**src/sd_spi_init_sequencer_defines.svh**
```systemverilog
// ----------------------------------------------------------------------------
// SD SPI init sequencer assertion macros
// Shared concurrent assertion forms, clocked on clk and disabled in reset.
// ----------------------------------------------------------------------------
`ifndef SD_SPI_INIT_SEQUENCER_DEFINES_SVH
`define SD_SPI_INIT_SEQUENCER_DEFINES_SVH

// The consequent must hold in the same cycle as the antecedent.
`define SDSI_ASSERT_NOW(lbl, ante, cons, msg) \
    lbl: assert property (@(posedge clk) disable iff (!rst_n) (ante) |-> (cons)) \
        else $error(msg);

// The consequent must hold in the cycle after the antecedent.
`define SDSI_ASSERT_NEXT(lbl, ante, cons, msg) \
    lbl: assert property (@(posedge clk) disable iff (!rst_n) (ante) |=> (cons)) \
        else $error(msg);

`endif

```
**src/sdsi_pkg.sv**
```systemverilog
// ----------------------------------------------------------------------------
// SD SPI init sequencer package
// Types, command codes, status codes and frame tables shared by the modules.
// ----------------------------------------------------------------------------
package sdsi_pkg;

    // Width of the retry counter.
    localparam int RETRY_WIDTH = 16;

    // Command indexes used by the sequence.
    localparam logic [5:0] CMD_GO_IDLE      = 6'd0;
    localparam logic [5:0] CMD_SEND_IF_COND = 6'd8;
    localparam logic [5:0] CMD_SET_BLOCKLEN = 6'd16;
    localparam logic [5:0] CMD_SD_SEND_OP   = 6'd41;
    localparam logic [5:0] CMD_APP_CMD      = 6'd55;
    localparam logic [5:0] CMD_READ_OCR     = 6'd58;

    // Result codes.
    localparam logic [2:0] ST_RUNNING     = 3'd0;
    localparam logic [2:0] ST_OK          = 3'd1;
    localparam logic [2:0] ST_RESET_FAIL  = 3'd2;
    localparam logic [2:0] ST_READY_TIMEOUT = 3'd3;
    localparam logic [2:0] ST_OCR_ERROR   = 3'd4;
    localparam logic [2:0] ST_UNSUPPORTED = 3'd5;

    // Register indexes on the configuration port.
    localparam logic [1:0] REG_RESET_RETRY = 2'd0;
    localparam logic [1:0] REG_READY_RETRY = 2'd1;
    localparam logic [1:0] REG_POLL_LIMIT  = 2'd2;
    localparam logic [1:0] REG_WAKE_COUNT  = 2'd3;

    // Special byte values.
    localparam logic [7:0] BYTE_IDLE     = 8'hFF;
    localparam logic [7:0] CMD_START     = 8'h40;
    localparam logic [7:0] R1_IDLE_STATE = 8'h01;
    localparam logic [7:0] R1_READY      = 8'h00;

    // Frame positions: deselect byte, command byte, four argument bytes, CRC.
    localparam logic [3:0] POS_CMD       = 4'd1;
    localparam logic [3:0] POS_ARG_FIRST = 4'd2;
    localparam logic [3:0] POS_ARG_LAST  = 4'd5;
    localparam logic [3:0] FRAME_BYTES   = 4'd7;
    localparam logic [3:0] OCR_BYTES     = 4'd4;

    typedef enum logic [6:0] {
        PH_IDLE  = 7'b0000001,
        PH_WAKE  = 7'b0000010,
        PH_FRAME = 7'b0000100,
        PH_POLL  = 7'b0001000,
        PH_OCR   = 7'b0010000,
        PH_TAIL  = 7'b0100000,
        PH_DONE  = 7'b1000000
    } sdsi_phase_t;

    typedef struct packed {
        logic [7:0]  reset_retry_limit;
        logic [15:0] ready_retry_limit;
        logic [9:0]  response_poll_limit;
        logic [4:0]  wake_byte_count;
    } sdsi_cfg_t;

    typedef struct packed {
        sdsi_phase_t            phase;
        logic [3:0]             byte_position;
        logic [9:0]             poll_count;
        logic [RETRY_WIDTH-1:0] retry_count;
        logic [5:0]             current_command;
        logic [7:0]             last_response;
        logic                   capacity_flag;
        logic [2:0]             result_code;
        logic                   speed_flag;
    } sdsi_state_t;

    typedef struct packed {
        logic [7:0] tx_byte;
        logic       tx_valid;
        logic       chip_select_high;
        logic       fast_clock;
        logic       finished;
        logic [2:0] status;
        logic       high_capacity;
    } sdsi_result_t;

    // Command argument for each command.
    function automatic logic [31:0] cmd_arg(input logic [5:0] cmd);
        logic [31:0] arg;
        arg = 32'h0000_0000;
        case (cmd)
            CMD_SEND_IF_COND: arg = 32'h0000_01AA;
            CMD_SD_SEND_OP:   arg = 32'h4000_0000;
            CMD_SET_BLOCKLEN: arg = 32'd512;
            default:          arg = 32'h0000_0000;
        endcase
        return arg;
    endfunction

    // CRC byte; only the first two commands need a valid one in SPI mode.
    function automatic logic [7:0] cmd_crc(input logic [5:0] cmd);
        logic [7:0] crc;
        crc = 8'hFF;
        case (cmd)
            CMD_GO_IDLE:      crc = 8'h95;
            CMD_SEND_IF_COND: crc = 8'h87;
            default:          crc = 8'hFF;
        endcase
        return crc;
    endfunction

endpackage

```
**src/sdsi_cfg_regs.sv**
```systemverilog
// ----------------------------------------------------------------------------
// SD SPI init sequencer configuration registers
// APB-style register file holding the retry, poll and wake limits.
// ----------------------------------------------------------------------------
module sdsi_cfg_regs (
    input  logic              clk,
    input  logic              rst_n,
    input  logic              psel,
    input  logic              penable,
    input  logic              pwrite,
    input  logic [3:0]        paddr,
    input  logic [31:0]       pwdata,
    output logic [31:0]       prdata,
    output logic              pready,
    output sdsi_pkg::sdsi_cfg_t cfg
);
    import sdsi_pkg::*;

    sdsi_cfg_t  cfg_reg;
    logic [1:0] reg_index;
    logic       write_en;

    assign pready    = 1'b1;
    assign reg_index = paddr[3:2];
    assign write_en  = psel && penable && pwrite;
    assign cfg       = cfg_reg;

    // Register writes during the access cycle.
    always_ff @(posedge clk or negedge rst_n)
    begin
        if (!rst_n)
        begin
            cfg_reg.reset_retry_limit   <= 8'd200;
            cfg_reg.ready_retry_limit   <= 16'hFFFF;
            cfg_reg.response_poll_limit <= 10'd512;
            cfg_reg.wake_byte_count     <= 5'd10;
        end
        else if (write_en)
        begin
            case (reg_index)
                REG_RESET_RETRY: cfg_reg.reset_retry_limit   <= pwdata[7:0];
                REG_READY_RETRY: cfg_reg.ready_retry_limit   <= pwdata[15:0];
                REG_POLL_LIMIT:  cfg_reg.response_poll_limit <= pwdata[9:0];
                REG_WAKE_COUNT:  cfg_reg.wake_byte_count     <= pwdata[4:0];
                default:         cfg_reg.wake_byte_count     <= cfg_reg.wake_byte_count;
            endcase
        end
    end

    // Read-back multiplexer.
    always_comb
    begin
        case (reg_index)
            REG_RESET_RETRY: prdata = {24'd0, cfg_reg.reset_retry_limit};
            REG_READY_RETRY: prdata = {16'd0, cfg_reg.ready_retry_limit};
            REG_POLL_LIMIT:  prdata = {22'd0, cfg_reg.response_poll_limit};
            REG_WAKE_COUNT:  prdata = {27'd0, cfg_reg.wake_byte_count};
            default:         prdata = 32'd0;
        endcase
    end

endmodule

```
**src/sdsi_step.sv**
```systemverilog
// ----------------------------------------------------------------------------
// SD SPI init sequencer step logic
// Computes the next sequencer state and the next byte to send for one item.
// ----------------------------------------------------------------------------
module sdsi_step (
    input  sdsi_pkg::sdsi_cfg_t    cfg,
    input  sdsi_pkg::sdsi_state_t  st,
    input  logic                   action,
    input  logic [7:0]             rx_byte,
    output sdsi_pkg::sdsi_state_t  nxt,
    output sdsi_pkg::sdsi_result_t res
);
    import sdsi_pkg::*;

    logic [9:0]             poll_inc;
    logic [3:0]             pos_inc;
    logic [RETRY_WIDTH-1:0] retry_inc;
    logic [RETRY_WIDTH-1:0] reset_limit;
    logic [RETRY_WIDTH-1:0] ready_limit;
    logic [31:0]            arg;

    assign poll_inc    = st.poll_count + 10'd1;
    assign pos_inc     = st.byte_position + 4'd1;
    assign retry_inc   = st.retry_count + RETRY_WIDTH'(1);
    assign reset_limit = RETRY_WIDTH'(cfg.reset_retry_limit);
    assign ready_limit = RETRY_WIDTH'(cfg.ready_retry_limit);

    // Next state.
    always_comb
    begin
        nxt = st;
        if (!action)
        begin
            // Start: clear everything and begin with the wake bytes.
            nxt.byte_position   = 4'd0;
            nxt.poll_count      = 10'd0;
            nxt.retry_count     = '0;
            nxt.current_command = CMD_GO_IDLE;
            nxt.last_response   = BYTE_IDLE;
            nxt.capacity_flag   = 1'b0;
            nxt.result_code     = ST_RUNNING;
            nxt.speed_flag      = 1'b0;
            nxt.phase           = (cfg.wake_byte_count == 5'd0) ? PH_FRAME : PH_WAKE;
        end
        else
        begin
            case (st.phase)
                PH_WAKE:
                begin
                    nxt.poll_count = poll_inc;
                    if (poll_inc >= {5'd0, cfg.wake_byte_count})
                    begin
                        nxt.phase           = PH_FRAME;
                        nxt.byte_position   = 4'd0;
                        nxt.current_command = CMD_GO_IDLE;
                    end
                end
                PH_FRAME:
                begin
                    nxt.byte_position = pos_inc;
                    if (pos_inc >= FRAME_BYTES)
                    begin
                        nxt.phase      = PH_POLL;
                        nxt.poll_count = 10'd0;
                    end
                end
                PH_POLL:
                begin
                    nxt.poll_count    = poll_inc;
                    nxt.last_response = rx_byte;
                    if (rx_byte != BYTE_IDLE || poll_inc == cfg.response_poll_limit)
                    begin
                        if (st.current_command == CMD_READ_OCR && rx_byte == R1_READY)
                        begin
                            nxt.phase         = PH_OCR;
                            nxt.byte_position = 4'd0;
                        end
                        else
                        begin
                            nxt.phase = PH_TAIL;
                        end
                    end
                end
                PH_OCR:
                begin
                    // The capacity bit is bit 30 of the OCR, in its first byte.
                    if (st.byte_position == 4'd0)
                    begin
                        nxt.capacity_flag = rx_byte[6];
                    end
                    nxt.byte_position = pos_inc;
                    if (pos_inc >= OCR_BYTES)
                    begin
                        nxt.phase = PH_TAIL;
                    end
                end
                PH_TAIL:
                begin
                    // The deselect byte is done; choose the next command.
                    nxt.byte_position = 4'd0;
                    nxt.phase         = PH_FRAME;
                    case (st.current_command)
                        CMD_GO_IDLE:
                        begin
                            nxt.retry_count = retry_inc;
                            if (retry_inc >= reset_limit)
                            begin
                                nxt.phase       = PH_DONE;
                                nxt.byte_position = st.byte_position;
                                nxt.result_code = ST_RESET_FAIL;
                            end
                            else if (st.last_response == R1_IDLE_STATE)
                            begin
                                nxt.retry_count     = '0;
                                nxt.current_command = CMD_SEND_IF_COND;
                            end
                            else
                            begin
                                nxt.current_command = CMD_GO_IDLE;
                            end
                        end
                        CMD_SEND_IF_COND:
                        begin
                            if (st.last_response == R1_IDLE_STATE)
                            begin
                                nxt.retry_count     = '0;
                                nxt.current_command = CMD_APP_CMD;
                            end
                            else
                            begin
                                nxt.phase         = PH_DONE;
                                nxt.byte_position = st.byte_position;
                                nxt.result_code   = ST_UNSUPPORTED;
                            end
                        end
                        CMD_APP_CMD:
                        begin
                            nxt.current_command = CMD_SD_SEND_OP;
                        end
                        CMD_SD_SEND_OP:
                        begin
                            nxt.retry_count = retry_inc;
                            if (retry_inc == ready_limit)
                            begin
                                nxt.phase         = PH_DONE;
                                nxt.byte_position = st.byte_position;
                                nxt.result_code   = ST_READY_TIMEOUT;
                            end
                            else if (st.last_response == R1_READY)
                            begin
                                nxt.current_command = CMD_READ_OCR;
                            end
                            else
                            begin
                                nxt.current_command = CMD_APP_CMD;
                            end
                        end
                        CMD_READ_OCR:
                        begin
                            if (st.last_response != R1_READY)
                            begin
                                nxt.phase         = PH_DONE;
                                nxt.byte_position = st.byte_position;
                                nxt.result_code   = ST_OCR_ERROR;
                            end
                            else
                            begin
                                nxt.current_command = CMD_SET_BLOCKLEN;
                            end
                        end
                        default:
                        begin
                            // Block length command, whatever its answer.
                            nxt.phase         = PH_DONE;
                            nxt.byte_position = st.byte_position;
                            nxt.result_code   = ST_OK;
                            nxt.speed_flag    = 1'b1;
                        end
                    endcase
                end
                default:
                begin
                    nxt = st;
                end
            endcase
        end
    end

    assign arg = cmd_arg(nxt.current_command);

    // Next byte to send, from the new state.
    always_comb
    begin
        res.tx_byte          = 8'h00;
        res.tx_valid         = 1'b1;
        res.chip_select_high = 1'b1;
        case (nxt.phase)
            PH_WAKE, PH_TAIL:
            begin
                res.tx_byte = BYTE_IDLE;
            end
            PH_FRAME:
            begin
                if (nxt.byte_position == 4'd0)
                begin
                    res.tx_byte = BYTE_IDLE;
                end
                else
                begin
                    res.chip_select_high = 1'b0;
                    if (nxt.byte_position == POS_CMD)
                    begin
                        res.tx_byte = CMD_START | {2'b00, nxt.current_command};
                    end
                    else if (nxt.byte_position == POS_ARG_FIRST)
                    begin
                        res.tx_byte = arg[31:24];
                    end
                    else if (nxt.byte_position == POS_ARG_FIRST + 4'd1)
                    begin
                        res.tx_byte = arg[23:16];
                    end
                    else if (nxt.byte_position == POS_ARG_LAST - 4'd1)
                    begin
                        res.tx_byte = arg[15:8];
                    end
                    else if (nxt.byte_position == POS_ARG_LAST)
                    begin
                        res.tx_byte = arg[7:0];
                    end
                    else
                    begin
                        res.tx_byte = cmd_crc(nxt.current_command);
                    end
                end
            end
            PH_POLL, PH_OCR:
            begin
                res.tx_byte          = BYTE_IDLE;
                res.chip_select_high = 1'b0;
            end
            default:
            begin
                res.tx_valid = 1'b0;
            end
        endcase
        res.fast_clock    = nxt.speed_flag;
        res.finished      = (nxt.phase == PH_DONE);
        res.status        = nxt.result_code;
        res.high_capacity = nxt.capacity_flag;
    end

endmodule

```
**src/sd_spi_init_sequencer.sv**
```systemverilog
// ----------------------------------------------------------------------------
// SD SPI init sequencer
// Steps an SD card through SPI-mode initialization, one byte exchange per item.
// ----------------------------------------------------------------------------
// Each input item reports a start request or a completed byte exchange; the
// block answers with exactly one result item that carries the next byte to
// shift out, its chip-select level and the sequence status. An item passes an
// input register, then the combinational step logic, then the result register,
// which it enters when that register is free; a new item can be accepted in
// every cycle, and only a stalled consumer holds items back. The input register
// also takes one item while a result is held by a stalled consumer. Limits are
// set over the APB-style port and should be written while no item is in flight.
`include "sd_spi_init_sequencer_defines.svh"

module sd_spi_init_sequencer (
    input  logic        clk,
    input  logic        rst_n,
    // Configuration port.
    input  logic        psel,
    input  logic        penable,
    input  logic        pwrite,
    input  logic [3:0]  paddr,
    input  logic [31:0] pwdata,
    output logic [31:0] prdata,
    output logic        pready,
    // Input channel.
    input  logic        in_valid,
    output logic        in_stall,
    input  logic        action,
    input  logic [7:0]  rx_byte,
    // Output channel.
    output logic        out_valid,
    input  logic        out_stall,
    output logic [7:0]  tx_byte,
    output logic        tx_valid,
    output logic        chip_select_high,
    output logic        fast_clock,
    output logic        finished,
    output logic [2:0]  status,
    output logic        high_capacity
);
    import sdsi_pkg::*;

    sdsi_cfg_t    cfg;
    sdsi_state_t  state_reg;
    sdsi_state_t  state_next;
    sdsi_result_t result_next;
    sdsi_result_t result_reg;

    logic       in_full_reg;
    logic       action_reg;
    logic [7:0] rx_reg;
    logic       out_valid_reg;
    logic       in_accept;
    logic       step_en;

    sdsi_cfg_regs u_cfg (
        .clk     (clk),
        .rst_n   (rst_n),
        .psel    (psel),
        .penable (penable),
        .pwrite  (pwrite),
        .paddr   (paddr),
        .pwdata  (pwdata),
        .prdata  (prdata),
        .pready  (pready),
        .cfg     (cfg)
    );

    sdsi_step u_step (
        .cfg     (cfg),
        .st      (state_reg),
        .action  (action_reg),
        .rx_byte (rx_reg),
        .nxt     (state_next),
        .res     (result_next)
    );

    // Handshake: the held item moves on when the result register is free.
    assign step_en   = in_full_reg && (!out_valid_reg || !out_stall);
    assign in_stall  = in_full_reg && !step_en;
    assign in_accept = in_valid && !in_stall;

    // Input register.
    always_ff @(posedge clk or negedge rst_n)
    begin
        if (!rst_n)
        begin
            in_full_reg <= 1'b0;
        end
        else if (in_accept)
        begin
            in_full_reg <= 1'b1;
        end
        else if (step_en)
        begin
            in_full_reg <= 1'b0;
        end
    end

    always_ff @(posedge clk)
    begin
        if (in_accept)
        begin
            action_reg <= action;
            rx_reg     <= rx_byte;
        end
    end

    // Sequencer state.
    always_ff @(posedge clk or negedge rst_n)
    begin
        if (!rst_n)
        begin
            state_reg.phase           <= PH_IDLE;
            state_reg.byte_position   <= 4'd0;
            state_reg.poll_count      <= 10'd0;
            state_reg.retry_count     <= '0;
            state_reg.current_command <= CMD_GO_IDLE;
            state_reg.last_response   <= BYTE_IDLE;
            state_reg.capacity_flag   <= 1'b0;
            state_reg.result_code     <= ST_RUNNING;
            state_reg.speed_flag      <= 1'b0;
        end
        else if (step_en)
        begin
            state_reg <= state_next;
        end
    end

    // Result register.
    always_ff @(posedge clk or negedge rst_n)
    begin
        if (!rst_n)
        begin
            out_valid_reg <= 1'b0;
        end
        else if (step_en)
        begin
            out_valid_reg <= 1'b1;
        end
        else if (!out_stall)
        begin
            out_valid_reg <= 1'b0;
        end
    end

    always_ff @(posedge clk)
    begin
        if (step_en)
        begin
            result_reg <= result_next;
        end
    end

    assign out_valid        = out_valid_reg;
    assign tx_byte          = result_reg.tx_byte;
    assign tx_valid         = result_reg.tx_valid;
    assign chip_select_high = result_reg.chip_select_high;
    assign fast_clock       = result_reg.fast_clock;
    assign finished         = result_reg.finished;
    assign status           = result_reg.status;
    assign high_capacity    = result_reg.high_capacity;

    // Checks on the pipeline and the result encoding.
    `SDSI_ASSERT_NOW(a_stall_cause, in_stall, in_full_reg && out_valid_reg && out_stall,
        "input stalled without a blocked result")
    `SDSI_ASSERT_NEXT(a_step_fills_result, step_en, out_valid_reg,
        "stepped item produced no result")
    `SDSI_ASSERT_NOW(a_finished_quiet, out_valid_reg && finished, !tx_valid,
        "finished result requests a byte")
    `SDSI_ASSERT_NOW(a_fast_only_ok, out_valid_reg && fast_clock, finished && status == ST_OK,
        "fast clock without success")

endmodule
```
**config.mk**
```make
export PLATFORM = sky130hd
export DESIGN_NAME = sd_spi_init_sequencer
export DESIGN_NICKNAME = d
export VERILOG_FILES = /design/src/sdsi_pkg.sv /design/src/sdsi_cfg_regs.sv /design/src/sdsi_step.sv /design/src/sd_spi_init_sequencer.sv
export VERILOG_INCLUDE_DIRS = /design/src /design/src/src
export SDC_FILE = /design/constraint.sdc
export NUM_CORES = 1
export LEC_CHECK = 0
export BUFFER_PORTS_ARGS = -buffer_cell sky130_fd_sc_hd__buf_4
export CAP_MARGIN = 5
export CELL_PAD_IN_SITES_DETAIL_PLACEMENT = 1
export CELL_PAD_IN_SITES_GLOBAL_PLACEMENT = 1
export CORE_ASPECT_RATIO = 0.75
export CORE_MARGIN = 2
export CORE_UTILIZATION = 35
export CTS_BUF_LIST = sky130_fd_sc_hd__clkbuf_2
export DETAILED_ROUTE_END_ITERATION = 8
export PLACE_DENSITY = 0.73
export SYNTH_ARGS = -nofsm -noshare
export SYNTH_HDL_FRONTEND = slang
export SYNTH_HIERARCHICAL = 1
export SYNTH_SLANG_ARGS = --single-unit
```
**constraint.sdc**
```tcl
create_clock -name clk -period 5.55 [get_ports clk]
set_input_delay 1.3875 -clock clk [delete_from_list [all_inputs] [get_ports clk]]
set_output_delay 1.3875 -clock clk [all_outputs]
set_load 0.005 [all_outputs]
```
# ---- Yosys cells after proc, flatten, opt, wreduce, memory -nomap -nowiden
# Cells that the tools add are included.
dict set report op_classes {
  magnitude_cmp 4
  n_addsub 3
  mux 55
  eq_ne 37
  reduce_logical 34
}
# cell count
set ops {}
lappend ops {{$pmux W32 S4} 1}
lappend ops {{$pmux W11 S5} 2}
lappend ops {{$pmux W31 S3} 1}
lappend ops {{$mux W11} 6}
lappend ops {{$mux W56} 1}
lappend ops {{$mux W8} 7}
lappend ops {{$pmux W16 S3} 1}
lappend ops {{$mux W22} 2}
lappend ops {{$mux W16} 2}
lappend ops {{$pmux W6 S5} 1}
lappend ops {{$eq A6 B6 Y1 const B} 4}
lappend ops {{$mux W6} 4}
lappend ops {{$pmux W10 S2} 1}
lappend ops {{$add A16 B1 Y16 const B} 1}
lappend ops {{$eq A16 B16 Y1} 1}
lappend ops {{$ge A16 B8 Y1} 1}
lappend ops {{$logic_not A8 Y1} 2}
lappend ops {{$mux W4} 4}
lappend ops {{$pmux W8 S2} 1}
lappend ops {{$mux W3} 5}
lappend ops {{$pmux W3 S5} 1}
lappend ops {{$eq A7 B2 Y1 const B} 2}
lappend ops {{$eq A7 B3 Y1 const B} 2}
lappend ops {{$eq A7 B4 Y1 const B} 2}
lappend ops {{41 further kinds} 78}
dict set report totals {
  ff_bits 122
  inputBits 52
  wordCells 157
}

# ---- Longest topological paths before layout
dict set report logic_depth {
  ltp_word 15
  depth_mapped 20
  mapped_depth_nobuf 19
}

# ---- Hierarchy
# The synthesis kept the hierarchy.
# module n_inst seq_area_each_um2 area_each_um2 cells_per_inst
set modules_own_cells {}
lappend modules_own_cells {sdsi_step 1 0.0 4210.3 666}
lappend modules_own_cells {sd_spi_init_sequencer 1 2213.4 3086.7 151}
lappend modules_own_cells {sdsi_cfg_regs 1 1003.5 1946.9 132}

# ---- Worst setup path before layout
# OpenSTA, ideal clock, no wires.
dict set report synth_timing {
  path_type {reg2reg}
  from {reg state_reg[19] (netlist name)}
  to {reg result_reg (netlist bit tx_byte[5]), data pin}
  setup_ns 0.276
  required_ns 5.274
  path_stages_with_launch 20
  setup_slack_ns 1.237
  arrival_time_ns 4.037
  cell_sequence {dfrtp_1 -> ha_1 -> buf_2 -> nand2_1 -> nor2_1 -> xnor2_1 -> inv_1 -> ha_1 -> a21oi_1 -> nand2_1 -> a21oi_1 -> o211ai_1 -> o31ai_1 -> nand3_1 -> a311oi_1 -> o21bai_1 -> nor4b_2 -> o21ai_1 -> a21boi_1 -> a21oi_1}
}
# element line
set synth_rtl {}
lappend synth_rtl {{start, declared} sd_spi_init_sequencer.sv:45} ;# sdsi_state_t state_reg;
lappend synth_rtl {{start signal, assigned} sd_spi_init_sequencer.sv:127} ;# state_reg <= state_next;
lappend synth_rtl {{end signal, assigned} sd_spi_init_sequencer.sv:152} ;# result_reg <= result_next;
lappend synth_rtl {{end, declared} sd_spi_init_sequencer.sv:48} ;# sdsi_result_t result_reg;

==> flow_metrics.py <==
metrics = {
    "outcome": {
        "status": "finished, final reports clean",
    },
    "cells_and_area": {
        "final.fill_count": 2946,
        "final_util_pct": 39.0,
        "final_net_count": 1061,
        "finalInstanceArea_mm2": 0.0101,
        "instances_no_fill": 1349,
        "drive_gt1_share_pct": 28.8,
        "largest_reg_flops": 56,
        "area_growth_pct": 9.45,
    },
    "critical_path": {
        "critical-path-slowest-cell": "dfrtp_1",
        "cpMostUsedCell": "a21oi_1",
        "crit_path_max_fanout": 8,
        "cp.arrival_ns": 5.60,
        "r2r_slack_ns": 0.44,
        "timing.rr.start": "state_reg[19]$_DFFE_PN0P_",
        "reg2reg_depth": 19,
        "crit_required_ns": 6.04,
        "crit_type": "register to register",
        "critPathLaunchType": "register",
        "cp-end-kind": "register",
        "crit_end": "tx_byte[5]$_DFFE_PP_",
        "reg2reg_to": "tx_byte[5]$_DFFE_PP_",
        "crit_chain": "ha_1 -> nand2_1 -> nor2_1 -> xnor2_1 -> inv_1 -> ha_1 -> a21oi_1 -> nand2_1 -> a21oi_1 -> o211ai_1 -> o31ai_1 -> nand3_1 -> o31ai_1 -> buf_4 -> or3_1 -> o211a_1 -> o21a_1 -> a21boi_1 -> a21oi_1",
        "max_stage_delay_ns": 0.60,
        "startpoint": "state_reg[19]$_DFFE_PN0P_",
    },
    "worst_hold_path": {
        "worstHoldPathCells": 1,
        "holdCritPathClass": "register to register",
    },
    "logic_synthesis": {
        "seq_area_frac_synth_pct": 34.8,
        "ys_ff_latch": 122,
        "synthFlopType": "dfrtp_1",
        "yosysMostFrequentCell": "nand2_1",
        "syn_area_mm2": 0.00924,
        "synth_commonest_cells": "72 x nand2_1, 71 x nor2_1, 66 x dfrtp_1",
        "synth_cell_type_count": 97,
        "synth.top_cell.area_share_pct": 17.9,
        "synthCells": 949,
        "synth-edff-count": 25,
        "yosysTopAreaCell": "dfrtp_1",
        "avgSynthCellArea_um2": 9.74,
        "yosys_warnings": 6,
        "ys_top_cells_by_area": "dfrtp_1 18%, dfstp_2 8.8%, edfxtp_1 8.1%, mux2_2 6.9%, mux2_4 6.3%",
        "async_reset_ff_share_pct": 79.5,
    },
    "global_routing": {
        "antenna_found_initial": 1,
        "grt_max_degree": 64,
        "grt.total_usage_pct": 19.9,
        "grt_pass1_wl_um": 42900,
        "grt.overflow.total": 0,
        "first_global_vias": 7650,
    },
    "clocking": {
        "cts_root_buf": "clkbuf_2",
        "cts_buffer_depth": 2,
        "cts_hold_buf": 0,
        "clk_latency_ns": 0.76,
        "clk_pin_slew_worst_paths_ns": 0.25,
        "htree_levels": 4,
        "post_cts_resized": 0,
        "cts.sinks": 122,
        "numCtsBuffers": 17,
        "postCtsSetupRepairBufs": 0,
        "cts_tree": "yes",
    },
    "floorplanning": {
        "die-area_mm2": 0.0277,
        "core_mm2": 0.0260,
        "num_rows": 51,
        "initial_utilization_pct": 35.6,
        "die-height_um": 145,
        "fp.dieW_um": 192,
        "ios": 103,
    },
    "timing": {
        "finClkSkew_ns": 0.0500,
        "drv_slew": 0,
        "finalSetupTns_ns": 0,
        "tightest_slew_ns": 1.20,
        "min_period_ns": 5.11,
        "fin_crit_sh_pct": 92.1,
        "hold_violations": 0,
        "setup-violations-final": 0,
        "rsz0062_at_grt": "no",
        "fmax_mhz": 196,
        "worst_slack_ns": 0.441,
        "slew_headroom_pct": 19.7,
        "holdWs_ns": 0.531,
    },
    "power": {
        "ir_drop_mv": 0.123,
        "p_seq_share_pct": 40.3,
        "p_leak_nw": 4.17,
        "pwr-share-clk_pct": 20.7,
        "switching_share_pct": 41.1,
        "power.density_mw_per_mm2": 305,
        "p_comb_share_pct": 39.0,
        "total_power_mw": 3.08,
        "p_switching_mw": 1.27,
        "p_int_mw": 1.82,
    },
    "drt": {
        "drt_wl_total_um": 27000,
        "vias_per_cell": 5.69,
        "drc_errors": 0,
        "wire_per_inst_um": 20.0,
        "vias": 7670,
        "drtIter0Drc": 627,
        "firstDrtPassIters": 5,
        "final_antenna_net_count": 0,
    },
    "placement": {
        "gp_congestion": 0.868,
        "port_buffers": 67,
        "hpwlAfterDp_um": 19600,
        "postPlaceCellArea_mm2": 0.00987,
        "dp.cells": 1316,
        "dp_slack_ns": 0.662,
    },
    "flow_run": {
        "drv_cap": 0,
    },
}
[metal layers]
metal	wire, um	share of wire (%)	track usage (%)	vias up
met5	0	0	0	-
met4	366	1.4	5.14	0
met3	1140	4.2	3.01	33
met2	12100	45	30.6	185
met1	13400	49	29.1	3891
li1	-	-	-	3561
[power by group through the flow]
stage	registers, mW	logic [mW]	clock network [mW]
finish	1.24	1.20	0.638
detailed placement	1.26	1.19	0
CTS	1.25	1.20	0.667
floorplan	1.18	0.851	0
global route	1.27	1.32	0.690
global placement	1.26	1.15	0
[logic make-up (layout without fill, tap and decap cells)]
| family | count (synthesis) | count (layout) | share of synthesized area (%) |
|---|---|---|---|
| AOI/OAI and AO/OA | 201 | 201 | 15.9 |
| xor gates and xnor gates | 44 | 44 | 4.17 |
| adders and majority gates | 18 | 18 | 2.44 |
| buffers and inverters | 113 | 153 | 6.77 |
| DFF | 122 | 122 | 34.8 |
| muxes | 109 | 109 | 15.4 |
| other | 2 | 18 | 0.0812 |
| and+or+nand+nor | 340 | 340 | 20.5 |
[area by class of cell]
cell class	instances	area [um^2]	share of cell area (%)
Antenna cell	1	2.50	0.0247
Multi-Input combinational cell	729	5460	53.9
Tap cell	344	430	4.25
Inverter	39	146	1.45
Clock buffer	18	90.1	0.890
Timing Repair Buffer	82	616	6.08
Sequential cell	122	3220	31.8
Clock inverter	14	158	1.56
[cells in the final DEF, fill, tap and decap left out, types with 14 or more instances in the layout]
cell | synthesis | routed
buf_4 | 26 | 82
nand2_1 | 72 | 72
nor2_1 | 71 | 71
dfrtp_1 | 66 | 66
mux2_2 | 57 | 57
a21oi_1 | 44 | 44
mux2_4 | 39 | 39
inv_1 | 37 | 37
o21ai_0 | 38 | 37
nand3_1 | 35 | 35
dfstp_2 | 31 | 31
xnor2_1 | 28 | 28
edfxtp_1 | 25 | 25
nor3_1 | 21 | 21
clkbuf_2 | 0 | 18
nor4_1 | 18 | 18
ha_1 | 18 | 18
conb_1 | 2 | 17
and3_1 | 16 | 16
xor2_1 | 16 | 16
or3_1 | 15 | 15
and2_1 | 14 | 14
nand2b_1 | 14 | 14
[worst max-delay path, delay by kind of cell (launching register included)]
kind / cells / cell delay (ns)
buffers and inverters: 2 / 0.28
flip-flops: 1 / 0.60
XOR/XNOR: 1 / 0.25
AO/OA/AOI/OAI: 9 / 2.09
adder cells (fa/ha/maj): 2 / 0.54
AND/OR/NAND/NOR: 5 / 1.05
[worst min-delay path by stage]
stage,start,to
2_1_floorplan,in_full_reg$_DFFE_PN0P_,out_valid$_DFFE_PN0P_
3_3_place_gp,in_full_reg$_DFFE_PN0P_,out_valid$_DFFE_PN0P_
3_5_place_dp,in_full_reg$_DFFE_PN0P_,out_valid$_DFFE_PN0P_
4_1_cts,in_full_reg$_DFFE_PN0P_,out_valid$_DFFE_PN0P_
5_1_grt,state_reg[2]$_DFFE_PN0P_,state_reg[2]$_DFFE_PN0P_
6_report,in_full_reg$_DFFE_PN0P_,out_valid$_DFFE_PN0P_
Power figures use the tool's default switching activity.
